`src/hdl/ert_pkg.sv`:
```
`timescale 1ns / 1ps
// ----------------------------------------------------------------------------
// ert_pkg
// Shared types and constants of the ellipse ring tessellator.
// ----------------------------------------------------------------------------
package ert_pkg;

    localparam int P_MAX_SEGMENTS = 64;
    localparam int P_PHASE_BITS   = 16;

    // pi/2 in Q32, split for two narrow multiplies
    localparam logic [15:0] PI_HALF_LO = 16'hB544;
    localparam logic [16:0] PI_HALF_HI = 17'h1921F;

    localparam logic [33:0] ONE_Q29   = 34'h0_2000_0000;
    localparam int          SIN_TERMS = 7;
    localparam int          COS_TERMS = 8;

    // classified request, radii as sign and magnitude
    typedef struct packed {
        logic signed [31:0] center_x;
        logic signed [31:0] center_y;
        logic [31:0]        in_x_mag;
        logic               in_x_neg;
        logic [31:0]        in_y_mag;
        logic               in_y_neg;
        logic [31:0]        out_x_mag;
        logic [31:0]        out_y_mag;
        logic [6:0]         nseg;
    } t_req;

    typedef enum logic [3:0] {
        BK_IDLE,
        BK_DIV,
        BK_SEG,
        BK_XLO,
        BK_XHI,
        BK_XSQ,
        BK_XSQR,
        BK_TMUL,
        BK_TRND,
        BK_TRCP,
        BK_TQ,
        BK_TACC,
        BK_FOLD,
        BK_PMUL,
        BK_PRND,
        BK_EMIT
    } t_bk_state;

endpackage

```
`src/hdl/ert_fifo.sv`:
```
`timescale 1ns / 1ps
// ----------------------------------------------------------------------------
// ert_fifo
// Two-entry request queue between front and back.
// ----------------------------------------------------------------------------
module ert_fifo (
    input  logic          i_clk,
    input  logic          i_rst_n,
    input  logic          i_push_valid,
    output logic          o_push_ready,
    input  ert_pkg::t_req i_push_req,
    output logic          o_pop_valid,
    input  logic          i_pop_ready,
    output ert_pkg::t_req o_pop_req
);
    import ert_pkg::*;

    t_req       r_mem [2];
    logic       r_wr_ptr;
    logic       r_rd_ptr;
    logic [1:0] r_count;
    logic       w_push;
    logic       w_pop;

    assign o_push_ready = r_count != 2'd2;
    assign o_pop_valid  = r_count != 2'd0;
    assign o_pop_req    = r_mem[r_rd_ptr];
    assign w_push       = i_push_valid && o_push_ready;
    assign w_pop        = o_pop_valid && i_pop_ready;

    always_ff @(posedge i_clk) begin
        if (!i_rst_n) begin
            r_wr_ptr <= 1'b0;
            r_rd_ptr <= 1'b0;
            r_count  <= 2'd0;
        end else begin
            if (w_push) begin
                r_wr_ptr <= !r_wr_ptr;
            end
            if (w_pop) begin
                r_rd_ptr <= !r_rd_ptr;
            end
            r_count <= r_count + 2'(w_push) - 2'(w_pop);
        end
    end

    always_ff @(posedge i_clk) begin
        if (w_push) begin
            r_mem[r_wr_ptr] <= i_push_req;
        end
    end

endmodule

```
`config.mk`:
```
export PLATFORM = sky130hd
export DESIGN_NAME = ert_fifo
export DESIGN_NICKNAME = d
export VERILOG_FILES = /design/src/hdl/ert_pkg.sv /design/src/hdl/ert_fifo.sv
export SDC_FILE = /design/constraint.sdc
export NUM_CORES = 1
export LEC_CHECK = 0
export BUFFER_PORTS_ARGS = -buffer_cell sky130_fd_sc_hd__buf_2
export CAP_MARGIN = 10
export CORE_MARGIN = 1
export CORE_UTILIZATION = 30
export DETAILED_ROUTE_END_ITERATION = 6
export GPL_TIMING_DRIVEN = 0
export PLACE_DENSITY = 0.52
export SLEW_MARGIN = 40
export SYNTH_ARGS = -nofsm -noshare
export SYNTH_HDL_FRONTEND = slang
export SYNTH_SLANG_ARGS = --single-unit
```
`constraint.sdc`:
```
create_clock -name i_clk -period 5.9 [get_ports i_clk]
set_clock_uncertainty 0.2 [all_clocks]
set_input_delay 0.59 -clock i_clk [delete_from_list [all_inputs] [get_ports i_clk]]
set_output_delay 0.59 -clock i_clk [all_outputs]
set_load 0.005 [all_outputs]
```
==> results.py <==
metrics = {
    "global_routing": {
        "grt_pass1_vias": 8997,
        "grtUsageMet2": 0.216,
        "top_usage_layer": "met2",
        "grt_antenna_before_repair": 3,
        "grt_use_met3": 0.0476,
        "use_met1": 0.155,
        "grtUsageTotal": 0.131,
        "grt_max_degree": 68,
        "grt_overflow": 0,
        "grt_pass1_wl_mm": 50.5,
    },
    "pwr": {
        "power_switching_share": 0.244,
        "intPower_mw": 5.87,
        "p_clk_frac": 0.349,
        "power.total_mw": 7.77,
        "switchingPower_mw": 1.90,
        "p_per_area_nw_per_um2": 363,
        "p_leak_nw": 8.01,
        "pwr-share-comb": 0.192,
        "seq_power_share": 0.459,
        "ir_worst_vdd_mv": 0.228,
    },
    "die": {
        "chipHeight_um": 225,
        "initial_utilization": 0.304,
        "rows": 81,
        "design.core.area_um2": 49000,
        "die_w_um": 225,
        "die_area_um2": 50500,
        "io_pins": 408,
    },
    "detailed_routing": {
        "antenna_left": 0,
        "drcViolationCount": 0,
        "drt-wirelength-per-cell_um": 16.6,
        "num_vias": 8410,
        "viasPerCell": 4.16,
        "dr.pass1.iters": 4,
        "drt-initial-drc-count": 276,
        "wl_mm": 33.5,
    },
    "sta": {
        "period_needed_ps": 2700,
        "period_share": 0.458,
        "setup_slack_ps": 3200,
        "rsz0062_at_grt": "no",
        "maxSlewHeadroom": 0.722,
        "setup_viol": 0,
        "max_freq_mhz": 370,
        "setup_tns_ps": 0,
        "finalHoldViolCount": 0,
        "slew_violations": 0,
        "worst_slew_pin_slew_ps": 417,
    },
    "clock_network": {
        "post_cts_resized": 0,
        "cts_made_buffers": 45,
        "path_clk_slew_ps": 60,
        "cts_sinks": 407,
        "tritoncts": "done",
        "clockRootBuffer": "clkbuf_16",
        "cts_max_level": 2,
        "clk_latency_ps": 560,
        "cts_buffer_depth": 3,
    },
    "placement": {
        "place_area_um2": 18000,
        "numPortBuffers": 407,
        "placedCellCount": 1735,
        "dp_hpwl_mm": 22.3,
        "gp_congestion": 0.696,
        "place_ws_ps": 3090,
    },
    "outcome": {
        "status": "finished clean",
    },
    "final_layout": {
        "drive_gt1_frac": 0.381,
        "layout.nets": 1525,
        "final_area_um2": 21400,
        "fin_cells": 2021,
        "regArea_um2": 12200,
        "nFillCells": 4358,
        "multi_input_area_um2": 2420,
        "syn2layout_area_growth_pct": 43.9,
    },
    "yosys": {
        "synth-edff-count": 402,
        "ys_top_cells_by_count": "edfxtp_1 (402), mux2_1 (185), mux2_2 (16)",
        "synth.most_common_cell": "edfxtp_1",
        "syn_area_um2": 14900,
        "ys_seq_area_frac": 0.819,
        "syn_inst": 655,
        "synthTopCellsByArea": "edfxtp_1 (81%), mux2_1 (14%), mux2_2 (1.2%), buf_8 (1.0%), buf_6 (0.76%)",
        "synth_seq_cells": 407,
        "synth_flop_cell": "edfxtp_1",
        "ys_types": 27,
        "synth.avg_cell_area_um2": 22.7,
        "yosys.area.top_type_share": 0.812,
        "yosys.area.top_type": "edfxtp_1",
        "async_flop_share": 0,
        "synthesis.nets": 861,
        "yosysWarnings": 0,
    },
    "setup_path": {
        "crit_type": "reg -> out",
        "worstPathArrival_ps": 1910,
        "crit_fanout": 10,
        "critPathCaptureType": "output port",
        "crit_required_ps": 5110,
        "start_kind": "register",
    },
    "run": {
        "cap_violations": 0,
    },
    "hold_path": {
        "hold_path.class": "in -> reg",
    },
}
worst max-delay path: stages, from the launching register on:
cell     delay, ps
dfxtp_1        360
buf_6          250
buf_8          190
mux2_1         380
buf_2          140
sequential cells by signal (all words and copies together), names as in the netlist, named ones only:
signal,count
r_mem,402
r_count,2
r_rd_ptr,1
r_wr_ptr,1
cell usage in the layout, fill, tap and decap left out, types with 2 or more instances in the layout:
master / count
edfxtp_1: 402
mux2_1: 185
buf_8: 10
buf_12: 6
buf_16: 3
nor2_1: 4
dlygate4sd3_1: 201
clkbuf_16: 47
bufinv_16: 3
buf_2: 408
mux2_2: 16
clkinvlp_4: 2
buf_6: 10
dfxtp_1: 5
clkbuf_1: 18
clkinv_2: 3
o21ai_0: 2
clkinv_1: 8
metrics by stage:
| step | hold slack, ps | util |
|---|---|---|
| 2_1_floorplan | 272 | - |
| 3_3_place_gp | 295 | 0.362 |
| 3_5_place_dp | 296 | 0.367 |
| 4_1_cts | 14.5 | 0.437 |
| 5_1_grt | 48.9 | 0.437 |
| 6_report | 60.0 | 0.437 |
layer usage:
layer  share of wire  up-vias
met5         0.00081        -
met4           0.030        4
met3           0.081       68
met2            0.48      280
met1            0.41     4098
li1                -     3960
logic make-up after synthesis:
family / count (synthesis) / share of synthesized area
mux: 201 / 0.152
fa+ha+maj: 1 / 0.000841
xor+xnor: 1 / 0.000589
compound gates: 6 / 0.00295
buf+inv: 24 / 0.0190
simple gates: 15 / 0.00581
flops: 407 / 0.819
worst paths after layout:
| kind | from | endpoint | slack (ps) | cells past startpoint |
|---|---|---|---|---|
| min reg2reg | r_rd_ptr | r_rd_ptr | 310 | 2 |
| max | register | o_pop_req[31] | 3200 | 4 |
| min | i_rst_n | r_count[0] | 60 | 2 |
| max reg2reg | r_count[0] | r_mem[1][15] | 3270 | 6 |
repair_timing:
| action | in CTS | in global routing |
|---|---|---|
| endpoints found under the hold margin | 402 | 0 |
| hold buffers | 201 | 0 |
| setup buffers | 0 | 0 |
power by group through the flow:
stage / combinational (mW) / clock, mW / sequential, mW
floorplan: 0.734 / 0 / 3.65
global placement: 1.38 / 0 / 3.70
detailed placement: 1.43 / 0 / 3.62
CTS: 1.55 / 2.82 / 3.56
global route: 1.64 / 2.92 / 3.59
finish: 1.49 / 2.71 / 3.56
final cells by class:
| cell class | count | share of cell area |
|---|---|---|
| Inverter | 2 | 0.000702 |
| Sequential cell | 407 | 0.569 |
| Multi-Input combinational cell | 224 | 0.113 |
| Clock buffer | 66 | 0.0588 |
| Timing Repair Buffer | 617 | 0.199 |
| Tap cell | 664 | 0.0388 |
| Buffer | 22 | 0.0129 |
| Clock inverter | 18 | 0.00784 |
| Antenna cell | 1 | 0.000117 |
Note: power is estimated with default switching activity, not from simulation.
