--- src/hdl/ert_pkg.sv ---
`timescale 1ns / 1ps
// ----------------------------------------------------------------------------
// ert_pkg
// Shared types and constants of the ellipse ring tessellator.
// ----------------------------------------------------------------------------
package ert_pkg;

    localparam int P_MAX_SEGMENTS = 64;
    localparam int P_PHASE_BITS   = 16;

    // pi/2 in Q32, split for two narrow multiplies
    localparam logic [15:0] PI_HALF_LO = 16'hB544;
    localparam logic [16:0] PI_HALF_HI = 17'h1921F;

    localparam logic [33:0] ONE_Q29   = 34'h0_2000_0000;
    localparam int          SIN_TERMS = 7;
    localparam int          COS_TERMS = 8;

    // classified request, radii as sign and magnitude
    typedef struct packed {
        logic signed [31:0] center_x;
        logic signed [31:0] center_y;
        logic [31:0]        in_x_mag;
        logic               in_x_neg;
        logic [31:0]        in_y_mag;
        logic               in_y_neg;
        logic [31:0]        out_x_mag;
        logic [31:0]        out_y_mag;
        logic [6:0]         nseg;
    } t_req;

    typedef enum logic [3:0] {
        BK_IDLE,
        BK_DIV,
        BK_SEG,
        BK_XLO,
        BK_XHI,
        BK_XSQ,
        BK_XSQR,
        BK_TMUL,
        BK_TRND,
        BK_TRCP,
        BK_TQ,
        BK_TACC,
        BK_FOLD,
        BK_PMUL,
        BK_PRND,
        BK_EMIT
    } t_bk_state;

endpackage

--- src/hdl/ert_if.sv ---
`timescale 1ns / 1ps
// ----------------------------------------------------------------------------
// ert_if
// Handshake channels of the tessellator: request in, segment out.
// ----------------------------------------------------------------------------
interface ert_req_if;
    logic               valid;
    logic               ready;
    logic signed [31:0] center_x;
    logic signed [31:0] center_y;
    logic [30:0]        radius_x;
    logic [30:0]        radius_y;
    logic [6:0]         segment_count;
    logic [30:0]        stroke_width;

    modport source (
        output valid, center_x, center_y, radius_x, radius_y, segment_count, stroke_width,
        input  ready
    );
    modport sink (
        input  valid, center_x, center_y, radius_x, radius_y, segment_count, stroke_width,
        output ready
    );
endinterface


--- src/hdl/ert_front.sv ---
`timescale 1ns / 1ps
// ----------------------------------------------------------------------------
// ert_front
// Accepts requests, drops empty ones, clamps the segment count and forms
// the inner and outer radii.
// ----------------------------------------------------------------------------
module ert_front #(
    parameter int MAX_SEGMENTS = ert_pkg::P_MAX_SEGMENTS
) (
    input  logic          i_clk,
    input  logic          i_rst_n,
    ert_req_if.sink       i_req,
    output logic          o_push_valid,
    input  logic          i_push_ready,
    output ert_pkg::t_req o_push_req
);
    import ert_pkg::*;

    logic        r_valid;
    t_req        r_req;
    t_req        n_req;
    logic        w_accept;
    logic [29:0] w_half;

    assign i_req.ready = !r_valid || i_push_ready;
    assign w_accept    = i_req.valid && i_req.ready;
    assign w_half      = i_req.stroke_width[30:1];

    always_comb begin
        n_req.center_x  = i_req.center_x;
        n_req.center_y  = i_req.center_y;
        n_req.in_x_neg  = i_req.radius_x < 31'(w_half);
        n_req.in_y_neg  = i_req.radius_y < 31'(w_half);
        n_req.in_x_mag  = n_req.in_x_neg ? 32'(31'(w_half) - i_req.radius_x)
                                         : 32'(i_req.radius_x - 31'(w_half));
        n_req.in_y_mag  = n_req.in_y_neg ? 32'(31'(w_half) - i_req.radius_y)
                                         : 32'(i_req.radius_y - 31'(w_half));
        n_req.out_x_mag = 32'(i_req.radius_x) + 32'(w_half);
        n_req.out_y_mag = 32'(i_req.radius_y) + 32'(w_half);
        n_req.nseg      = (i_req.segment_count > 7'(MAX_SEGMENTS)) ? 7'(MAX_SEGMENTS)
                                                                  : i_req.segment_count;
    end

    always_ff @(posedge i_clk) begin
        if (!i_rst_n) begin
            r_valid <= 1'b0;
        end else begin
            // an empty request is taken and forgotten
            if (w_accept && (i_req.segment_count != 7'd0)) begin
                r_valid <= 1'b1;
            end else if (i_push_ready) begin
                r_valid <= 1'b0;
            end
        end
    end

    always_ff @(posedge i_clk) begin
        if (w_accept) begin
            r_req <= n_req;
        end
    end

    assign o_push_valid = r_valid;
    assign o_push_req   = r_req;

endmodule

--- src/flat_wrapper.sv ---
// flat-port wrapper written by rule: the top's interface ports become plain ports
module ert_front_flat import ert_pkg::*;
#(
    parameter int MAX_SEGMENTS = ert_pkg::P_MAX_SEGMENTS
)
  (i_clk, i_rst_n, o_push_valid, i_push_ready, o_push_req, i_req_valid, i_req_center_x, i_req_center_y, i_req_radius_x, i_req_radius_y, i_req_segment_count, i_req_stroke_width, i_req_ready);
  ert_req_if i_req_i ();
  input  logic i_clk;
  input  logic i_rst_n;
  output logic o_push_valid;
  input  logic i_push_ready;
  output ert_pkg::t_req o_push_req;
  input wire logic [$bits(i_req_i.valid)-1:0] i_req_valid;
  input wire logic [$bits(i_req_i.center_x)-1:0] i_req_center_x;
  input wire logic [$bits(i_req_i.center_y)-1:0] i_req_center_y;
  input wire logic [$bits(i_req_i.radius_x)-1:0] i_req_radius_x;
  input wire logic [$bits(i_req_i.radius_y)-1:0] i_req_radius_y;
  input wire logic [$bits(i_req_i.segment_count)-1:0] i_req_segment_count;
  input wire logic [$bits(i_req_i.stroke_width)-1:0] i_req_stroke_width;
  output wire logic [$bits(i_req_i.ready)-1:0] i_req_ready;
  assign i_req_i.valid = i_req_valid;
  assign i_req_i.center_x = i_req_center_x;
  assign i_req_i.center_y = i_req_center_y;
  assign i_req_i.radius_x = i_req_radius_x;
  assign i_req_i.radius_y = i_req_radius_y;
  assign i_req_i.segment_count = i_req_segment_count;
  assign i_req_i.stroke_width = i_req_stroke_width;
  assign i_req_ready = i_req_i.ready;
  ert_front #(.MAX_SEGMENTS(MAX_SEGMENTS)) u_core (.i_clk(i_clk), .i_rst_n(i_rst_n), .i_req(i_req_i), .o_push_valid(o_push_valid), .i_push_ready(i_push_ready), .o_push_req(o_push_req));
endmodule
--- config.mk ---
export PLATFORM = sky130hd
export DESIGN_NAME = ert_front_flat
export DESIGN_NICKNAME = d
export VERILOG_FILES = /design/src/hdl/ert_pkg.sv /design/src/hdl/ert_if.sv /design/src/hdl/ert_front.sv /design/src/flat_wrapper.sv
export SDC_FILE = /design/constraint.sdc
export NUM_CORES = 1
export LEC_CHECK = 0
export BUFFER_PORTS_ARGS = -buffer_cell sky130_fd_sc_hd__buf_2
export CAP_MARGIN = 0
export CORE_MARGIN = 4
export CORE_UTILIZATION = 56
export DETAILED_ROUTE_END_ITERATION = 8
export PLACE_DENSITY_LB_ADDON = 0.3
export SLEW_MARGIN = 40
export SYNTH_ARGS = -nofsm -noshare
export SYNTH_HDL_FRONTEND = slang
export SYNTH_SLANG_ARGS = --single-unit
--- constraint.sdc ---
create_clock -name i_clk -period 10.7 [get_ports i_clk]
set_input_delay 3.21 -clock i_clk [delete_from_list [all_inputs] [get_ports i_clk]]
set_output_delay 3.21 -clock i_clk [all_outputs]
set_load 0.05 [all_outputs]
==> impl_metrics.py, run 1 <==
metrics = {
    "status": {
        "outcome": "finished clean",
    },
    "grt": {
        "grt_pass1_wl_mm": 74.9,
        "track_usage_pct": 30.6,
        "grt-ovfl-total": 0,
        "grt_max_degree": 76,
        "antenna_found_initial": 11,
        "first_global_vias": 13500,
    },
    "timing": {
        "clock.fmax_ghz": 0.144,
        "whs_ns": 0.556,
        "rsz0062_at_grt": "false",
        "relSlewSlack_pct": 46.1,
        "hold_viol": 0,
        "final.setup_skew_ns": 0.0149,
        "period_minus_slack_ns": 6.94,
        "finalSetupViolations": 0,
        "setup_tns_ns": 0,
        "drv_slew": 0,
        "worst_pin_slew_ns": 0.809,
        "layout_worst_path_cycle_share_pct": 64.8,
    },
    "detailed_routing": {
        "drcViolationCount": 0,
        "vias": 14000,
        "via_per_inst": 5.96,
        "routed_wl_mm": 48.9,
        "drt_first_pass_iters": 6,
        "drtIter0Drc": 1424,
        "ant_nets": 0,
        "wl_per_cell_um": 20.8,
    },
    "cells_and_area": {
        "multi_input_area_mm2": 0.00885,
        "utilization_pct": 66.3,
        "area_growth_pct": 16.8,
        "regArea_mm2": 0.00600,
        "num-nets-final": 2313,
        "fillers": 2369,
        "final_cells": 2351,
        "final_common_cell": "buf_2",
        "drive_gt1_share_pct": 22.6,
        "mostFrequentLayoutCells": "buf_2, edfxtp_1, a21oi_1",
    },
    "clocking": {
        "clock_tree.buffer_depth": 2,
        "cts_sinks": 200,
        "cts_htree_levels": 4,
        "root_buffer": "clkbuf_16",
        "cts-resized-gates": 0,
        "cts_tree": "done",
        "path_clk_slew_ns": 0.09,
        "cts_made_buffers": 17,
        "cts_hold_buf": 0,
        "clk_latency_ns": 0.46,
        "cts_setup_buffers": 0,
    },
    "placement": {
        "routabilityCongestion": 0.952,
        "hpwlAfterDp_mm": 38.1,
        "portBuffers": 369,
        "dp.cells": 2310,
    },
    "synthesis": {
        "ys_seq_area_share_pct": 38.0,
        "syn_inst": 1630,
        "syn_nets": 1992,
        "yosys.area.top_type_share_pct": 37.9,
        "syn_area_per_cell_um2": 9.68,
        "yosys-top-cells-area": "edfxtp_1, ha_1, a21oi_1",
        "ys_ff_latch": 200,
        "synth-edff-count": 199,
        "synthFlopType": "edfxtp_1",
        "yosys.area.top_type": "edfxtp_1",
        "async_reset_ff_share_pct": 0,
        "syn_area_mm2": 0.0158,
        "ys_warn_count": 0,
        "yosysUniqueCellTypes": 85,
    },
    "floorplan": {
        "rows": 61,
        "start_util_pct": 56.8,
        "die_h_um": 176,
        "core-area_mm2": 0.0278,
        "die_area_mm2": 0.0309,
        "dieWidth_um": 176,
        "io_pins": 371,
    },
    "setup_path": {
        "r2r_slack_ns": 8.42,
        "endpoint_kind": "register",
        "crit_chain": "buf_2 > inv_1 > ha_1 > a21oi_1 > nor2_1 > a2111oi_1 > a2111oi_0 > or3_1 > buf_4 > inv_2 > o211ai_1 > o21ai_1 > o221ai_1 > xnor2_1",
        "timing.critical_path.fanout_max": 30,
        "critPathMaxStageDelay_ns": 0.68,
        "required_ns": 10.88,
        "regToRegStartpoint": "u_core.o_push_valid",
        "crit_type": "in -> reg",
        "cp-start-kind": "input port",
        "cpMaxStageDelayCell": "a2111oi_1",
        "r2r-end": "u_core.o_push_req[153]",
        "cp.arrival_ns": 7.12,
        "r2r_cells": 3,
    },
    "worst_hold_path": {
        "min_path_type": "reg -> reg",
        "min_path_cells": 2,
        "worstHoldStart": "u_core.o_push_valid",
        "hold_path_end": "u_core.o_push_valid",
    },
    "pwr": {
        "p_per_area_mw_per_mm2": 151,
        "p_leak_uw": 0.00810,
        "peakVddDrop_mv": 0.0932,
    },
    "run": {
        "drv.max_cap_violation_count": 0,
    },
}
==> cells in the mapped netlist (9+ instances only) <==
cell type	instances
o21bai_1	37
nor2_1	123
or3_1	9
a21o_1	30
xor2_1	20
nor3_1	26
xnor2_1	95
edfxtp_1	199
a211oi_1	17
clkbuf_1	30
buf_4	9
nor2b_1	21
a21oi_1	190
o21ai_0	73
nand2_1	74
nand3_1	13
and2_1	9
o31ai_1	21
o211ai_1	19
inv_1	147
and3_1	9
ha_1	188
nand2b_1	26
nand4_1	17
buf_2	22
o21a_1	16
a31oi_1	22
mux2i_1	20
==> layer usage <==
metal  share of wire, %  track usage (%)  routed length (um)  vias up
met5              0.045                0                  22        -
met4                3.0             11.1                1470        4
met3                7.1             4.43                3450       82
met2                 46             49.3               22700      679
met1                 43             42.3               21200     6715
li1                   -                -                   -     6535
==> area by class of cell <==
class | instances | area share [%]
well taps | 378 | 2.57
clock buffers | 18 | 2.38
flip-flops and latches | 200 | 32.5
repair buffers | 373 | 10.2
clock inverters | 14 | 0.992
inverters | 155 | 3.16
multi-input cells | 1204 | 48.0
diodes | 9 | 0.122
==> how the worst max path moves through the flow <==
| stage | depth (start not counted) | start | to | slack (ns) |
|---|---|---|---|---|
| after floorplan | 2 | i_push_ready | u_core.o_push_req[0] | 1.85 |
| after global placement | 14 | i_req_stroke_width[10] | u_core.o_push_req[117] | 3.39 |
| after detailed placement | 14 | i_req_stroke_width[10] | u_core.o_push_req[117] | 3.32 |
| after CTS | 14 | i_req_stroke_width[10] | u_core.o_push_req[117] | 3.75 |
| after global routing | 14 | i_req_stroke_width[10] | u_core.o_push_req[117] | 3.55 |
| final | 14 | i_req_stroke_width[10] | u_core.o_push_req[117] | 3.76 |
==> where the power goes <==
| part | total (uW) | switching [uW] | internal [uW] |
|---|---|---|---|
| clock | 699 | 370 | 328 |
| sequential | 1000 | 20.9 | 984 |
| combinational | 1070 | 763 | 307 |
| total | 2770 | 1150 | 1620 |
==> cell families (layout without fill, tap and decap cells) <==
kind of cell	after synthesis	count (layout)	synth area share [%]
and+or+nand+nor	359	359	11.2
buffers and inverters	226	560	5.96
muxes	21	21	1.36
xor gates and xnor gates	115	115	6.38
other	0	9	0
DFF	200	200	38.0
adders and majority gates	194	194	15.7
AOI/OAI and AO/OA	515	515	21.5
==> worst max-delay path: cells and delay by family <==
kind | cells | cell delay, ns
buf+inv | 4 | 1.03
fa+ha+maj | 1 | 0.51
xor+xnor | 1 | 0.17
compound gates | 6 | 1.80
simple gates | 2 | 0.41
==> registers in the layout (all words and copies together) (netlist names) <==
signal,count
u_core.o_push_valid,1
u_core.o_push_req,199
==> stage by stage <==
step                area [um^2]  total power [uW]  worst slack, ns
floorplan                 15800              1810             1.85
detailed placement        17800              2070             3.32
CTS                       18400              2770             3.75
global placement          17800              2060             3.39
finish                    18400              2770             3.76
global route              18400              2910             3.55
(Power assumes the default switching activity.)
==> run 2, diff against run 1 <==
==> constraint.sdc (replaced) <==
create_clock -name i_clk -period 6.8 [get_ports i_clk]
set_input_delay 2.04 -clock i_clk [delete_from_list [all_inputs] [get_ports i_clk]]
set_output_delay 2.04 -clock i_clk [all_outputs]
set_load 0.05 [all_outputs]
==> run 2 against run 1 <==
  * First-iteration DRC count is 4.6% lower
  * Hold slack barely moved
  * Clock power increased by 57%
  * Global-route usage down 0.53 points
  * Count of clock-buffer cells in the layout stayed put
  * Cell area up 0.22%
  * Via count hardly changed
  * Worst setup slack got worse by 2.3 ns
  * Sequential power grew 58%
==> impl_metrics.py, run 2 (synthesis results as in run 1) <==
metrics = {
    "floorplan": {
        "die_h_um": 176,
        "die_area_mm2": 0.0309,
        "dieWidth_um": 176,
        "start_util_pct": 56.8,
        "io_pins": 371,
        "core-area_mm2": 0.0278,
        "rows": 61,
    },
    "setup_path": {
        "cp.arrival_ns": 5.50,
        "crit_type": "in -> reg",
        "cpLargestDelayFamily": "compound AO/OA/AOI/OAI gates",
        "regToRegStartpoint": "u_core.o_push_valid",
        "r2r_cells": 4,
        "r2r-end": "u_core.o_push_req[30]",
        "critPathMostFrequentCell": "o211ai_1",
        "critPathMaxStageDelay_ns": 0.49,
        "cp-start-kind": "input port",
        "timing.critical_path.fanout_max": 23,
        "crit_chain": "buf_2 > inv_1 > ha_1 > a21o_1 > or3b_1 > o211ai_1 > a2111oi_0 > or3_1 > inv_2 > o211ai_1 > o21ai_1 > o221ai_1 > xnor2_1",
        "cpMaxStageDelayCell": "ha_1",
        "path_buf_inv": 3,
        "endpoint_kind": "register",
        "r2r_slack_ns": 4.93,
        "required_ns": 6.99,
    },
    "placement": {
        "portBuffers": 369,
        "hpwlAfterDp_mm": 38.1,
        "routabilityCongestion": 0.938,
        "dp.cells": 2312,
    },
    "timing": {
        "layout_worst_path_cycle_share_pct": 78.0,
        "whs_ns": 0.556,
        "setup_tns_ns": 0,
        "hold_viol": 0,
        "rsz0062_at_grt": "false",
        "clock.fmax_ghz": 0.189,
        "finalSetupViolations": 0,
        "final.setup_skew_ns": 0.0166,
        "period_minus_slack_ns": 5.30,
        "worst_pin_slew_ns": 0.675,
        "drv_slew": 0,
        "relSlewSlack_pct": 54.4,
    },
    "detailed_routing": {
        "ant_nets": 0,
        "via_per_inst": 5.96,
        "vias": 14000,
        "drcViolationCount": 0,
        "routed_wl_mm": 48.5,
        "wl_per_cell_um": 20.6,
        "drtIter0Drc": 1359,
        "drt_first_pass_iters": 5,
    },
    "grt": {
        "grt_pass1_wl_mm": 73.5,
        "antenna_found_initial": 9,
        "grt_max_degree": 66,
        "track_usage_pct": 30.1,
        "grt-ovfl-total": 0,
        "first_global_vias": 13200,
    },
    "clocking": {
        "cts_tree": "done",
        "root_buffer": "clkbuf_16",
        "path_clk_slew_ns": 0.09,
        "cts_made_buffers": 17,
        "cts_setup_buffers": 0,
        "clk_latency_ns": 0.45,
        "cts_hold_buf": 0,
        "cts_sinks": 200,
        "cts_htree_levels": 4,
        "cts-resized-gates": 0,
        "clock_tree.buffer_depth": 2,
    },
    "run": {
        "drv.max_cap_violation_count": 0,
    },
    "cells_and_area": {
        "num-nets-final": 2315,
        "final_cells": 2349,
        "final_common_cell": "buf_2",
        "mostFrequentLayoutCells": "buf_2, edfxtp_1, a21oi_1",
        "utilization_pct": 66.5,
        "drive_gt1_share_pct": 22.6,
        "largest_reg_flops": 199,
        "area_growth_pct": 17.0,
    },
    "worst_hold_path": {
        "worstHoldStart": "u_core.o_push_valid",
        "min_path_type": "reg -> reg",
        "min_path_cells": 2,
        "hold_path_end": "u_core.o_push_valid",
    },
    "status": {
        "outcome": "finished clean",
    },
    "pwr": {
        "p_per_area_mw_per_mm2": 237,
        "p_leak_uw": 0.00812,
        "peakVddDrop_mv": 0.164,
    },
}
## run 2: changes by cell type in the layout (fill, tap and decap cells not counted)
cell / previous run / this run
buf_6: 1 / 0
inv_8: 0 / 1
diode_2: 9 / 5
buf_12: 0 / 3
inv_6: 6 / 5
## run 2: tightest hold or removal path, delay by kind of cell, from the launching register on
kind             cells  cell delay, ns
flip-flops           1            0.32
AO/OA/AOI/OAI        1            0.09
AND/OR/NAND/NOR      1            0.11
## run 2: layout make-up
class | count | area, um^2
Inverter | 155 | 582
Timing Repair Buffer | 375 | 1930
Clock buffer | 18 | 439
Antenna cell | 5 | 12.5
Multi-Input combinational cell | 1204 | 8850
Tap cell | 378 | 473
Fill cell | 2357 | 9320
Clock inverter | 14 | 185
Sequential cell | 200 | 6000
## run 2: power by group
part / internal (uW) / switching, uW / total, uW
registers: 1550 / 31.9 / 1580
clock network: 518 / 586 / 1100
logic: 488 / 1200 / 1690
## run 2: metal layers
layer	global-route usage [%]	vias up	wire length, um
li1	-	6527	-
met1	41.7	6714	21000
met2	49.5	680	22900
met3	4.97	73	3660
met4	7.54	8	905
met5	0	-	61
## run 2: how the worst max path moves through the flow
stage                                 from                     end  slack (ns)  cells after the start
global route        i_req_stroke_width[10]  u_core.o_push_req[117]        1.26                     13
finish               i_req_stroke_width[6]  u_core.o_push_req[117]        1.50                     13
CTS                 i_req_stroke_width[10]  u_core.o_push_req[117]        1.41                     13
global placement    i_req_stroke_width[10]  u_core.o_push_req[117]        1.02                     13
floorplan                     i_push_ready    u_core.o_push_req[0]        1.31                      2
detailed placement  i_req_stroke_width[10]  u_core.o_push_req[117]        0.97                     13
## run 2: stage by stage
stage,total power (uW),worst slack [ns],instance area (um^2)
after floorplan,2840,1.31,15800
after global placement,3240,1.02,17800
after detailed placement,3260,0.969,17800
after CTS,4370,1.41,18400
after global routing,4570,1.26,18500
final,4370,1.50,18500
