==> src/hdl/ert_pkg.sv <==
`timescale 1ns / 1ps
// ----------------------------------------------------------------------------
// ert_pkg
// Shared types and constants of the ellipse ring tessellator.
// ----------------------------------------------------------------------------
package ert_pkg;

    localparam int P_MAX_SEGMENTS = 64;
    localparam int P_PHASE_BITS   = 16;

    // pi/2 in Q32, split for two narrow multiplies
    localparam logic [15:0] PI_HALF_LO = 16'hB544;
    localparam logic [16:0] PI_HALF_HI = 17'h1921F;

    localparam logic [33:0] ONE_Q29   = 34'h0_2000_0000;
    localparam int          SIN_TERMS = 7;
    localparam int          COS_TERMS = 8;

    // classified request, radii as sign and magnitude
    typedef struct packed {
        logic signed [31:0] center_x;
        logic signed [31:0] center_y;
        logic [31:0]        in_x_mag;
        logic               in_x_neg;
        logic [31:0]        in_y_mag;
        logic               in_y_neg;
        logic [31:0]        out_x_mag;
        logic [31:0]        out_y_mag;
        logic [6:0]         nseg;
    } t_req;

    typedef enum logic [3:0] {
        BK_IDLE,
        BK_DIV,
        BK_SEG,
        BK_XLO,
        BK_XHI,
        BK_XSQ,
        BK_XSQR,
        BK_TMUL,
        BK_TRND,
        BK_TRCP,
        BK_TQ,
        BK_TACC,
        BK_FOLD,
        BK_PMUL,
        BK_PRND,
        BK_EMIT
    } t_bk_state;

endpackage

==> src/hdl/ert_if.sv <==


interface ert_seg_if;
    logic               valid;
    logic               ready;
    logic signed [31:0] inner_x;
    logic signed [31:0] inner_y;
    logic signed [31:0] outer_x;
    logic signed [31:0] outer_y;
    logic [6:0]         inner_here_index;
    logic [6:0]         outer_here_index;
    logic [6:0]         inner_next_index;
    logic [6:0]         outer_next_index;
    logic               last_segment;

    modport source (
        output valid, inner_x, inner_y, outer_x, outer_y, inner_here_index,
               outer_here_index, inner_next_index, outer_next_index, last_segment,
        input  ready
    );
    modport sink (
        input  valid, inner_x, inner_y, outer_x, outer_y, inner_here_index,
               outer_here_index, inner_next_index, outer_next_index, last_segment,
        output ready
    );
endinterface

==> src/hdl/ert_back.sv <==
`timescale 1ns / 1ps
// ----------------------------------------------------------------------------
// ert_back
// Segment sequencer: phase stepping, sine/cosine series and vertex placement
// on one shared multiplier, with an output register.
// ----------------------------------------------------------------------------
module ert_back #(
    parameter int PHASE_BITS = ert_pkg::P_PHASE_BITS
) (
    input  logic          i_clk,
    input  logic          i_rst_n,
    input  logic          i_pop_valid,
    output logic          o_pop_ready,
    input  ert_pkg::t_req i_pop_req,
    ert_seg_if.source     o_seg
);
    import ert_pkg::*;

    localparam int CNT_W = $clog2(PHASE_BITS + 1);

    function automatic logic [7:0] f_divisor(input logic is_cos, input logic [3:0] k);
        logic [7:0] d;
        d = 8'd1;
        if (!is_cos) begin
            case (k)
                4'd1:    d = 8'd6;
                4'd2:    d = 8'd20;
                4'd3:    d = 8'd42;
                4'd4:    d = 8'd72;
                4'd5:    d = 8'd110;
                4'd6:    d = 8'd156;
                4'd7:    d = 8'd210;
                default: d = 8'd1;
            endcase
        end else begin
            case (k)
                4'd1:    d = 8'd2;
                4'd2:    d = 8'd12;
                4'd3:    d = 8'd30;
                4'd4:    d = 8'd56;
                4'd5:    d = 8'd90;
                4'd6:    d = 8'd132;
                4'd7:    d = 8'd182;
                4'd8:    d = 8'd240;
                default: d = 8'd1;
            endcase
        end
        return d;
    endfunction

    // floor(2^32 / divisor)
    function automatic logic [31:0] f_recip(input logic is_cos, input logic [3:0] k);
        logic [31:0] r;
        r = 32'd0;
        if (!is_cos) begin
            case (k)
                4'd1:    r = 32'd715827882;
                4'd2:    r = 32'd214748364;
                4'd3:    r = 32'd102261126;
                4'd4:    r = 32'd59652323;
                4'd5:    r = 32'd39045157;
                4'd6:    r = 32'd27531841;
                4'd7:    r = 32'd20452225;
                default: r = 32'd0;
            endcase
        end else begin
            case (k)
                4'd1:    r = 32'd2147483648;
                4'd2:    r = 32'd357913941;
                4'd3:    r = 32'd143165576;
                4'd4:    r = 32'd76695844;
                4'd5:    r = 32'd47721858;
                4'd6:    r = 32'd32537631;
                4'd7:    r = 32'd23598721;
                4'd8:    r = 32'd17895697;
                default: r = 32'd0;
            endcase
        end
        return r;
    endfunction

    function automatic logic [15:0] f_to_q15(input logic signed [33:0] v);
        logic [33:0] c;
        if (v < 0) begin
            c = 34'd0;
        end else if (v > $signed(ONE_Q29)) begin
            c = ONE_Q29;
        end else begin
            c = 34'(v);
        end
        return 16'((c + 34'd8192) >> 14);
    endfunction

    t_bk_state r_state;
    t_bk_state n_state;

    t_req                    r_req;
    logic [CNT_W-1:0]        r_cnt;
    logic [6:0]              r_drem;
    logic [PHASE_BITS:0]     r_q0;
    logic [PHASE_BITS-1:0]   r_phase;
    logic [6:0]              r_prem;
    logic [5:0]              r_seg;
    logic [63:0]             r_prod;
    logic [63:0]             r_xlo;
    logic [31:0]             r_x;
    logic [31:0]             r_x2;
    logic [31:0]             r_term;
    logic [31:0]             r_m;
    logic [31:0]             r_q;
    logic [8:0]              r_rem;
    logic [3:0]              r_k;
    logic                    r_is_cos;
    logic signed [33:0]      r_acc;
    logic signed [33:0]      r_sacc;
    logic [15:0]             r_cmag;
    logic                    r_cneg;
    logic [15:0]             r_smag;
    logic                    r_sneg;
    logic [1:0]              r_p;
    logic signed [31:0]      r_res [4];

    logic                    r_ovalid;
    logic signed [31:0]      r_o_ix;
    logic signed [31:0]      r_o_iy;
    logic signed [31:0]      r_o_ox;
    logic signed [31:0]      r_o_oy;
    logic [6:0]              r_o_ih;
    logic [6:0]              r_o_oh;
    logic [6:0]              r_o_in;
    logic [6:0]              r_o_on;
    logic                    r_o_last;

    logic [31:0]             w_mul_a;
    logic [31:0]             w_mul_b;
    logic [PHASE_BITS-3:0]   w_phase_lo;
    logic [1:0]              w_quad;
    logic [7:0]              w_div_sh;
    logic                    w_div_ge;
    logic [63:0]             w_xsum;
    logic [7:0]              w_d;
    logic [31:0]             w_qd;
    logic [31:0]             w_qf;
    logic signed [33:0]      w_acc_new;
    logic                    w_sin_done;
    logic                    w_cos_done;
    logic [31:0]             w_rad_mag;
    logic                    w_rad_neg;
    logic [15:0]             w_trig_mag;
    logic                    w_trig_neg;
    logic [33:0]             w_pm;
    logic signed [34:0]      w_pv;
    logic signed [31:0]      w_psat;
    logic                    w_slot;
    logic                    w_emit;
    logic                    w_last;
    logic [7:0]              w_psum;
    logic                    w_wrap;
    logic [15:0]             w_c;
    logic [15:0]             w_s;

    assign w_phase_lo = r_phase[PHASE_BITS-3:0];
    assign w_quad     = r_phase[PHASE_BITS-1:PHASE_BITS-2];
    assign w_div_sh   = {1'b0, r_drem} + {1'b0, r_drem} + 8'(r_cnt == CNT_W'(PHASE_BITS));
    assign w_div_ge   = w_div_sh >= {1'b0, r_req.nseg};
    assign w_xsum     = (r_prod << 16) + r_xlo + (64'd1 << PHASE_BITS);
    assign w_d        = f_divisor(r_is_cos, r_k);
    assign w_qd       = 32'(r_prod[63:32] * 32'(w_d));
    assign w_qf       = r_q + 32'(r_rem >= 9'(w_d));
    // odd terms of both series are subtracted
    assign w_acc_new  = r_k[0] ? r_acc - $signed(34'(w_qf)) : r_acc + $signed(34'(w_qf));
    assign w_sin_done = !r_is_cos && (r_k == 4'(SIN_TERMS));
    assign w_cos_done = r_is_cos && (r_k == 4'(COS_TERMS));
    assign w_c        = f_to_q15(r_acc);
    assign w_s        = f_to_q15(r_sacc);
    assign w_last     = (7'(r_seg) + 7'd1) == r_req.nseg;
    assign w_psum     = {1'b0, r_prem} + {1'b0, r_drem};
    assign w_wrap     = w_psum >= {1'b0, r_req.nseg};
    assign w_slot     = !r_ovalid || o_seg.ready;
    assign w_emit     = (r_state == BK_EMIT) && w_slot;

    always_comb begin
        case (r_p)
            2'd0:    begin w_rad_mag = r_req.in_x_mag;  w_rad_neg = r_req.in_x_neg; end
            2'd1:    begin w_rad_mag = r_req.in_y_mag;  w_rad_neg = r_req.in_y_neg; end
            2'd2:    begin w_rad_mag = r_req.out_x_mag; w_rad_neg = 1'b0;           end
            default: begin w_rad_mag = r_req.out_y_mag; w_rad_neg = 1'b0;           end
        endcase
        w_trig_mag = r_p[0] ? r_smag : r_cmag;
        w_trig_neg = r_p[0] ? r_sneg : r_cneg;
    end

    // vertex: centre plus rounded product, saturated to 32 bits
    always_comb begin
        w_pm = 34'((r_prod[47:0] + 48'd16384) >> 15);
        if (w_rad_neg ^ w_trig_neg) begin
            w_pv = 35'(r_p[1] ? r_req.center_x : r_req.center_x) - $signed({1'b0, w_pm});
        end else begin
            w_pv = 35'(r_req.center_x) + $signed({1'b0, w_pm});
        end
        if (r_p[0]) begin
            w_pv = (w_rad_neg ^ w_trig_neg) ? 35'(r_req.center_y) - $signed({1'b0, w_pm})
                                            : 35'(r_req.center_y) + $signed({1'b0, w_pm});
        end
        if (w_pv > 35'sd2147483647) begin
            w_psat = 32'sh7FFF_FFFF;
        end else if (w_pv < -35'sd2147483648) begin
            w_psat = 32'sh8000_0000;
        end else begin
            w_psat = 32'(w_pv);
        end
    end

    // next state
    always_comb begin
        n_state = r_state;
        case (r_state)
            BK_IDLE: if (i_pop_valid) n_state = BK_DIV;
            BK_DIV:  if (r_cnt == '0) n_state = BK_SEG;
            BK_SEG:  n_state = BK_XLO;
            BK_XLO:  n_state = BK_XHI;
            BK_XHI:  n_state = BK_XSQ;
            BK_XSQ:  n_state = BK_XSQR;
            BK_XSQR: n_state = BK_TMUL;
            BK_TMUL: n_state = BK_TRND;
            BK_TRND: n_state = BK_TRCP;
            BK_TRCP: n_state = BK_TQ;
            BK_TQ:   n_state = BK_TACC;
            BK_TACC: n_state = w_cos_done ? BK_FOLD : BK_TMUL;
            BK_FOLD: n_state = BK_PMUL;
            BK_PMUL: n_state = BK_PRND;
            BK_PRND: n_state = (r_p == 2'd3) ? BK_EMIT : BK_PMUL;
            BK_EMIT: if (w_slot) n_state = w_last ? BK_IDLE : BK_SEG;
            default: n_state = BK_IDLE;
        endcase
    end

    // outputs: queue pop and multiplier operands
    always_comb begin
        o_pop_ready = r_state == BK_IDLE;
        w_mul_a     = 32'd0;
        w_mul_b     = 32'd0;
        case (r_state)
            BK_SEG:  begin w_mul_a = 32'(w_phase_lo); w_mul_b = 32'(PI_HALF_LO); end
            BK_XLO:  begin w_mul_a = 32'(w_phase_lo); w_mul_b = 32'(PI_HALF_HI); end
            BK_XSQ:  begin w_mul_a = r_x;             w_mul_b = r_x;             end
            BK_TMUL: begin w_mul_a = r_term;          w_mul_b = r_x2;            end
            BK_TRCP: begin w_mul_a = r_m;             w_mul_b = f_recip(r_is_cos, r_k); end
            BK_PMUL: begin w_mul_a = w_rad_mag;       w_mul_b = 32'(w_trig_mag); end
            default: begin w_mul_a = 32'd0;           w_mul_b = 32'd0;           end
        endcase
    end

    always_ff @(posedge i_clk) begin
        if (!i_rst_n) begin
            r_state  <= BK_IDLE;
            r_ovalid <= 1'b0;
        end else begin
            r_state <= n_state;
            if (w_emit) begin
                r_ovalid <= 1'b1;
            end else if (o_seg.ready) begin
                r_ovalid <= 1'b0;
            end
        end
    end

    always_ff @(posedge i_clk) begin
        r_prod <= 64'(w_mul_a) * 64'(w_mul_b);
        case (r_state)
            BK_IDLE: begin
                r_req  <= i_pop_req;
                r_cnt  <= CNT_W'(PHASE_BITS);
                r_drem <= 7'd0;
                r_q0   <= '0;
            end
            BK_DIV: begin
                // restoring division of 2^PHASE_BITS by the segment count
                r_drem <= w_div_ge ? 7'(w_div_sh - {1'b0, r_req.nseg}) : 7'(w_div_sh);
                r_q0   <= {r_q0[PHASE_BITS-1:0], w_div_ge};
                r_cnt  <= r_cnt - CNT_W'(1);
                r_phase <= '0;
                r_prem  <= 7'd0;
                r_seg   <= 6'd0;
            end
            BK_XLO: r_xlo <= r_prod;
            BK_XHI: r_x   <= 32'(w_xsum >> (PHASE_BITS + 1));
            BK_XSQR: begin
                r_x2     <= 32'((r_prod + 64'd268435456) >> 29);
                r_term   <= r_x;
                r_acc    <= $signed(34'(r_x));
                r_k      <= 4'd1;
                r_is_cos <= 1'b0;
            end
            BK_TRND: r_m <= 32'((r_prod + 64'd268435456) >> 29);
            BK_TQ: begin
                r_q   <= r_prod[63:32];
                r_rem <= 9'(r_m - w_qd);
            end
            BK_TACC: begin
                if (w_sin_done) begin
                    r_sacc   <= w_acc_new;
                    r_acc    <= $signed(ONE_Q29);
                    r_term   <= 32'(ONE_Q29);
                    r_k      <= 4'd1;
                    r_is_cos <= 1'b1;
                end else begin
                    r_acc  <= w_acc_new;
                    r_term <= w_qf;
                    r_k    <= r_k + 4'd1;
                end
            end
            BK_FOLD: begin
                case (w_quad)
                    2'd0: begin
                        r_cmag <= w_c; r_cneg <= 1'b0; r_smag <= w_s; r_sneg <= 1'b0;
                    end
                    2'd1: begin
                        r_cmag <= w_s; r_cneg <= 1'b1; r_smag <= w_c; r_sneg <= 1'b0;
                    end
                    2'd2: begin
                        r_cmag <= w_c; r_cneg <= 1'b1; r_smag <= w_s; r_sneg <= 1'b1;
                    end
                    default: begin
                        r_cmag <= w_s; r_cneg <= 1'b0; r_smag <= w_c; r_sneg <= 1'b1;
                    end
                endcase
                r_p <= 2'd0;
            end
            BK_PRND: begin
                r_res[r_p] <= w_psat;
                r_p        <= r_p + 2'd1;
            end
            BK_EMIT: begin
                if (w_slot) begin
                    r_seg   <= r_seg + 6'd1;
                    r_prem  <= w_wrap ? 7'(w_psum - {1'b0, r_req.nseg}) : 7'(w_psum);
                    r_phase <= PHASE_BITS'(r_phase + r_q0 + (PHASE_BITS + 1)'(w_wrap));
                end
            end
            default: ;
        endcase
    end

    always_ff @(posedge i_clk) begin
        if (w_emit) begin
            r_o_ix   <= r_res[0];
            r_o_iy   <= r_res[1];
            r_o_ox   <= r_res[2];
            r_o_oy   <= r_res[3];
            r_o_ih   <= {r_seg, 1'b0};
            r_o_oh   <= {r_seg, 1'b1};
            r_o_in   <= w_last ? 7'd0 : {6'(r_seg + 6'd1), 1'b0};
            r_o_on   <= w_last ? 7'd1 : {6'(r_seg + 6'd1), 1'b1};
            r_o_last <= w_last;
        end
    end

    assign o_seg.valid            = r_ovalid;
    assign o_seg.inner_x          = r_o_ix;
    assign o_seg.inner_y          = r_o_iy;
    assign o_seg.outer_x          = r_o_ox;
    assign o_seg.outer_y          = r_o_oy;
    assign o_seg.inner_here_index = r_o_ih;
    assign o_seg.outer_here_index = r_o_oh;
    assign o_seg.inner_next_index = r_o_in;
    assign o_seg.outer_next_index = r_o_on;
    assign o_seg.last_segment     = r_o_last;

endmodule
==> src/flat_wrapper.sv <==
// flat-port wrapper written by rule: the top's interface ports become plain ports
module ert_back_flat import ert_pkg::*;
#(
    parameter int PHASE_BITS = ert_pkg::P_PHASE_BITS
)
  (i_clk, i_rst_n, i_pop_valid, o_pop_ready, i_pop_req, o_seg_valid, o_seg_inner_x, o_seg_inner_y, o_seg_outer_x, o_seg_outer_y, o_seg_inner_here_index, o_seg_outer_here_index, o_seg_inner_next_index, o_seg_outer_next_index, o_seg_last_segment, o_seg_ready);
  ert_seg_if o_seg_i ();
  input  logic i_clk;
  input  logic i_rst_n;
  input  logic i_pop_valid;
  output logic o_pop_ready;
  input  ert_pkg::t_req i_pop_req;
  output wire logic [$bits(o_seg_i.valid)-1:0] o_seg_valid;
  output wire logic [$bits(o_seg_i.inner_x)-1:0] o_seg_inner_x;
  output wire logic [$bits(o_seg_i.inner_y)-1:0] o_seg_inner_y;
  output wire logic [$bits(o_seg_i.outer_x)-1:0] o_seg_outer_x;
  output wire logic [$bits(o_seg_i.outer_y)-1:0] o_seg_outer_y;
  output wire logic [$bits(o_seg_i.inner_here_index)-1:0] o_seg_inner_here_index;
  output wire logic [$bits(o_seg_i.outer_here_index)-1:0] o_seg_outer_here_index;
  output wire logic [$bits(o_seg_i.inner_next_index)-1:0] o_seg_inner_next_index;
  output wire logic [$bits(o_seg_i.outer_next_index)-1:0] o_seg_outer_next_index;
  output wire logic [$bits(o_seg_i.last_segment)-1:0] o_seg_last_segment;
  input wire logic [$bits(o_seg_i.ready)-1:0] o_seg_ready;
  assign o_seg_valid = o_seg_i.valid;
  assign o_seg_inner_x = o_seg_i.inner_x;
  assign o_seg_inner_y = o_seg_i.inner_y;
  assign o_seg_outer_x = o_seg_i.outer_x;
  assign o_seg_outer_y = o_seg_i.outer_y;
  assign o_seg_inner_here_index = o_seg_i.inner_here_index;
  assign o_seg_outer_here_index = o_seg_i.outer_here_index;
  assign o_seg_inner_next_index = o_seg_i.inner_next_index;
  assign o_seg_outer_next_index = o_seg_i.outer_next_index;
  assign o_seg_last_segment = o_seg_i.last_segment;
  assign o_seg_i.ready = o_seg_ready;
  ert_back #(.PHASE_BITS(PHASE_BITS)) u_core (.i_clk(i_clk), .i_rst_n(i_rst_n), .i_pop_valid(i_pop_valid), .o_pop_ready(o_pop_ready), .i_pop_req(i_pop_req), .o_seg(o_seg_i));
endmodule
==> config.mk <==
export PLATFORM = sky130hd
export DESIGN_NAME = ert_back_flat
export DESIGN_NICKNAME = d
export VERILOG_FILES = /design/src/hdl/ert_pkg.sv /design/src/hdl/ert_if.sv /design/src/hdl/ert_back.sv /design/src/flat_wrapper.sv
export SDC_FILE = /design/constraint.sdc
export NUM_CORES = 2
export LEC_CHECK = 0
export BUFFER_PORTS_ARGS = -buffer_cell sky130_fd_sc_hd__buf_2
export CORE_MARGIN = 5
export CORE_UTILIZATION = 61
export CTS_CLUSTER_SIZE = 10
export DETAILED_ROUTE_END_ITERATION = 6
export GPL_TIMING_DRIVEN = 0
export PLACE_DENSITY = 0.79
export SLEW_MARGIN = 10
export SYNTH_ARGS = -nofsm -noshare
export SYNTH_HDL_FRONTEND = slang
export SYNTH_SLANG_ARGS = --single-unit
==> constraint.sdc <==
create_clock -name i_clk -period 48.2 [get_ports i_clk]
set_input_delay 7.23 -clock i_clk [delete_from_list [all_inputs] [get_ports i_clk]]
set_output_delay 7.23 -clock i_clk [all_outputs]
set_load 0.01 [all_outputs]
==> results.toml <==
[run_status]
run_status = "finished, violations left"
violations = "max-capacitance violations, max-slew violations"

[clocking]
clk_pin_slew_ns = 0.06
cts-buffers-inserted = 107
maximum_buffer_depth_of_the_clock_tree = 3
htree_levels = 3
tritoncts = "built"
tritoncts_num_sinks = 934
cts.repair_timing.setup_buffer_count = 0
cts_root_buffer = "clkbuf_16"
worst_skew_pair.late_latency_ns = 0.74
cts_hold_buf = 0
postCtsResizedCells = 0

[layout]
layout-drive-gt1-share = 0.0885
syn2layout_area_growth_pct = 10.3
layout.area.seq_um2 = 27100
multi_input_area_um2 = 46100
final_net_count = 9742
fin_cells = 9873
fillCellCount = 9862

[die]
std_cell_rows = 131
die_width_um = 369
start_util = 0.614
io_pins = 364
core_region_um2 = 128000
dieHeight_um = 369
die_area_um2 = 136000

[route]
vias = 62300
initialDrtViolationCount = 8203
final_antenna_net_count = 0
routed_wire_length_per_instance_um = 29.5
drc = 0
drt-vias-per-instance = 6.31
drtPass1Iterations = 7
drt_wl_total_um = 292000

[yosys]
ys_dominant_reg_cell = "edfxtp_1"
post-synth-top-area-cell = "edfxtp_1"
post_synth_inst_count = 7587
synth_top_cells_by_count = "1075 x inv_1, 973 x nand2_1, 927 x fa_1"
synth_edf_count = 838
ys_types = 91
post_synth_main_area_contributors = "edfxtp_1 32%, fa_1 24%, ha_1 7.8%"
synth_area_per_cell_um2 = 10.3
ys.warnings.count = 0
synthArstFlopShare = 0
yosys_register_bits = 934
synth_most_common_cell = "inv_1"
ys_seq_area_frac = 0.345
top_cell_type_s_share_of_synthesized_area = 0.321
synth_area_um2 = 78400

[timing]
fin_setup_tns_ns = 0
timing.max_slew.rel_slack = -0.0222
fin_worst_skew_ns = 0.0982
fmax_mhz = 58.7
timing.hold.ws_ns = 0.361
layout_min_cycle_time_ns = 17.04
max_slew_vio_count = 10
timing_hold_violations_final = 0
final-setup-viol-count = 0
rsz0062_at_grt = "no"
post-route-period-util = 0.354
worst_slew_pin_slew_ns = 1.52

[setup_path]
cp_max_fo = 10
type_of_element_launching_the_critical_path = "flip-flop"
timing.setup.critical_path_class = "flip-flop to flip-flop"
worst_r2r_path_depth = 38
crit_path_end_kind = "flip-flop"
arrival_time_of_data_at_the_critical_path_endpoint_ns = 17.65
worst_path_max_delay_cell = "a222oi_1"
rrSetupSlack_ns = 31.16
critPathMaxStageDelay_ns = 0.95
critical_path_required_ns = 48.81

[global_route]
grt_first_pass_wirelength_um = 420000
grt_pass1_vias = 62000
gr-usage-all-layers = 0.427
antenna_found_initial = 28
gr-total-overflow = 0
grt_max_degree = 53

[placement]
post-dp-hpwl_um = 238000
place_congestion = 1.04
placed_cells_incl_taps = 9671
port_buffers = 359

[power]
p_per_area_nw_per_um2 = 23.8
p_leak_uw = 0.0374
power.total_uw = 2060
irDropWorstVdd_mv = 0.0322

[hold_path]
min_path_cells = 0
hold_path_class = "flip-flop to flip-flop"

[job]
max_cap_viol_count = 1
through the flow:
step | cell area [um2] | setup slack [ns] | util
after global routing | 86500 | 30.96 | 0.677
final | 86500 | 31.16 | 0.677
after CTS | 86400 | 31.74 | 0.677
after global placement | 82300 | 18.55 | 0.645
after floorplan | 78400 | 26.24 | -
after detailed placement | 83200 | 31.81 | 0.652
worst max-delay path, delay by kind of cell, from the launching register on:
kind | cells | cell delay (ns)
buffers and inverters | 14 | 6.02
adders and majority gates | 10 | 4.93
AOI/OAI and AO/OA | 10 | 4.47
and+or+nand+nor | 3 | 0.67
DFF | 1 | 0.58
xor gates and xnor gates | 1 | 0.17
power by group:
| part | total, uW | switching (uW) | internal [uW] | leakage (uW) |
|---|---|---|---|---|
| Sequential | 968 | 19.4 | 948 | 0.00870 |
| Clock | 763 | 327 | 437 | 0.00154 |
| Combinational | 330 | 226 | 104 | 0.0271 |
final cells by class:
| cell class | instances | area share |
|---|---|---|
| diodes | 21 | 0.000608 |
| well taps | 1662 | 0.0240 |
| multi-input cells | 5228 | 0.532 |
| repair buffers | 423 | 0.0294 |
| clock inverters | 13 | 0.00273 |
| clock buffers | 165 | 0.0343 |
| flip-flops and latches | 934 | 0.313 |
| plain buffers | 349 | 0.0165 |
| inverters | 1078 | 0.0468 |
worst paths after layout:
kind / to / start
max: u_core.r_prod[58] / u_core.r_p[0]
min: o_seg_outer_x[21] / u_core.r_res[2][21]
min reg2reg: o_seg_outer_x[21] / u_core.r_res[2][21]
max reg2reg: u_core.r_prod[58] / u_core.r_p[0]
layout by cell type, fill, tap and decap left out, types with 31 or more instances in the layout:
cell       synthesis  final
and2_1            60     56
xnor2_1          241    241
nor3_1            70     65
nor2_1           749    744
xor2_1           152    152
ha_1             489    489
and4_1            40     40
clkbuf_16          0    109
mux2i_1           38     38
buf_4             17     46
nand3_1          106    106
nand2_1          973    973
o21bai_1          40     40
dfxtp_1           96     96
nand2b_1          33     33
nand4_1           82     82
clkbuf_1         287    338
a21oi_2           30     31
a31oi_1           44     44
fa_1             927    927
a21o_1            99     99
and3_1            80     80
mux2_2            35     35
nor2b_1           45     45
inv_1           1075   1074
o21ai_0          212    207
buf_2             16    377
a21oi_1          267    266
edfxtp_1         838    838
o21a_1            57     57
a222oi_1          40     40
flip-flops by register name, indices dropped and copies added, names as in the netlist, 7 cells and up, named ones only:
name and count:
u_core.r_req 201, u_core.r_res 128, u_core.r_prod 64, u_core.r_acc 34, u_core.r_sacc 34, u_core.r_xlo 33, o_seg_inner_x 32, o_seg_inner_y 32
o_seg_outer_x 32, o_seg_outer_y 32, u_core.r_m 32, u_core.r_q 32, u_core.r_term 32, u_core.r_x2 32, u_core.r_x 32, u_core.r_cmag 16
u_core.r_phase 16, u_core.r_q0 16, u_core.r_smag 16, u_core.r_rem 9, u_core.r_drem 7, u_core.r_prem 7
metal layers:
layer	GRT usage	up-vias	routed length, um
met5	0	-	68
met4	0.248	8	22500
met3	0.130	952	37700
met2	0.647	4246	127000
met1	0.550	31000	104000
li1	-	26200	-
cell families (layout without fill, tap and decap cells):
logic type	count (synthesis)	after routing	share of synthesized area
and+or+nand+nor	2331	2331	0.131
buffers and inverters	1427	2028	0.0698
adders and majority gates	1416	1416	0.315
AOI/OAI and AO/OA	1011	1011	0.0852
DFF	934	934	0.345
xor gates and xnor gates	393	393	0.0439
muxes	73	73	0.00988
other	2	25	0.0000958
(Power assumes the default switching activity.)
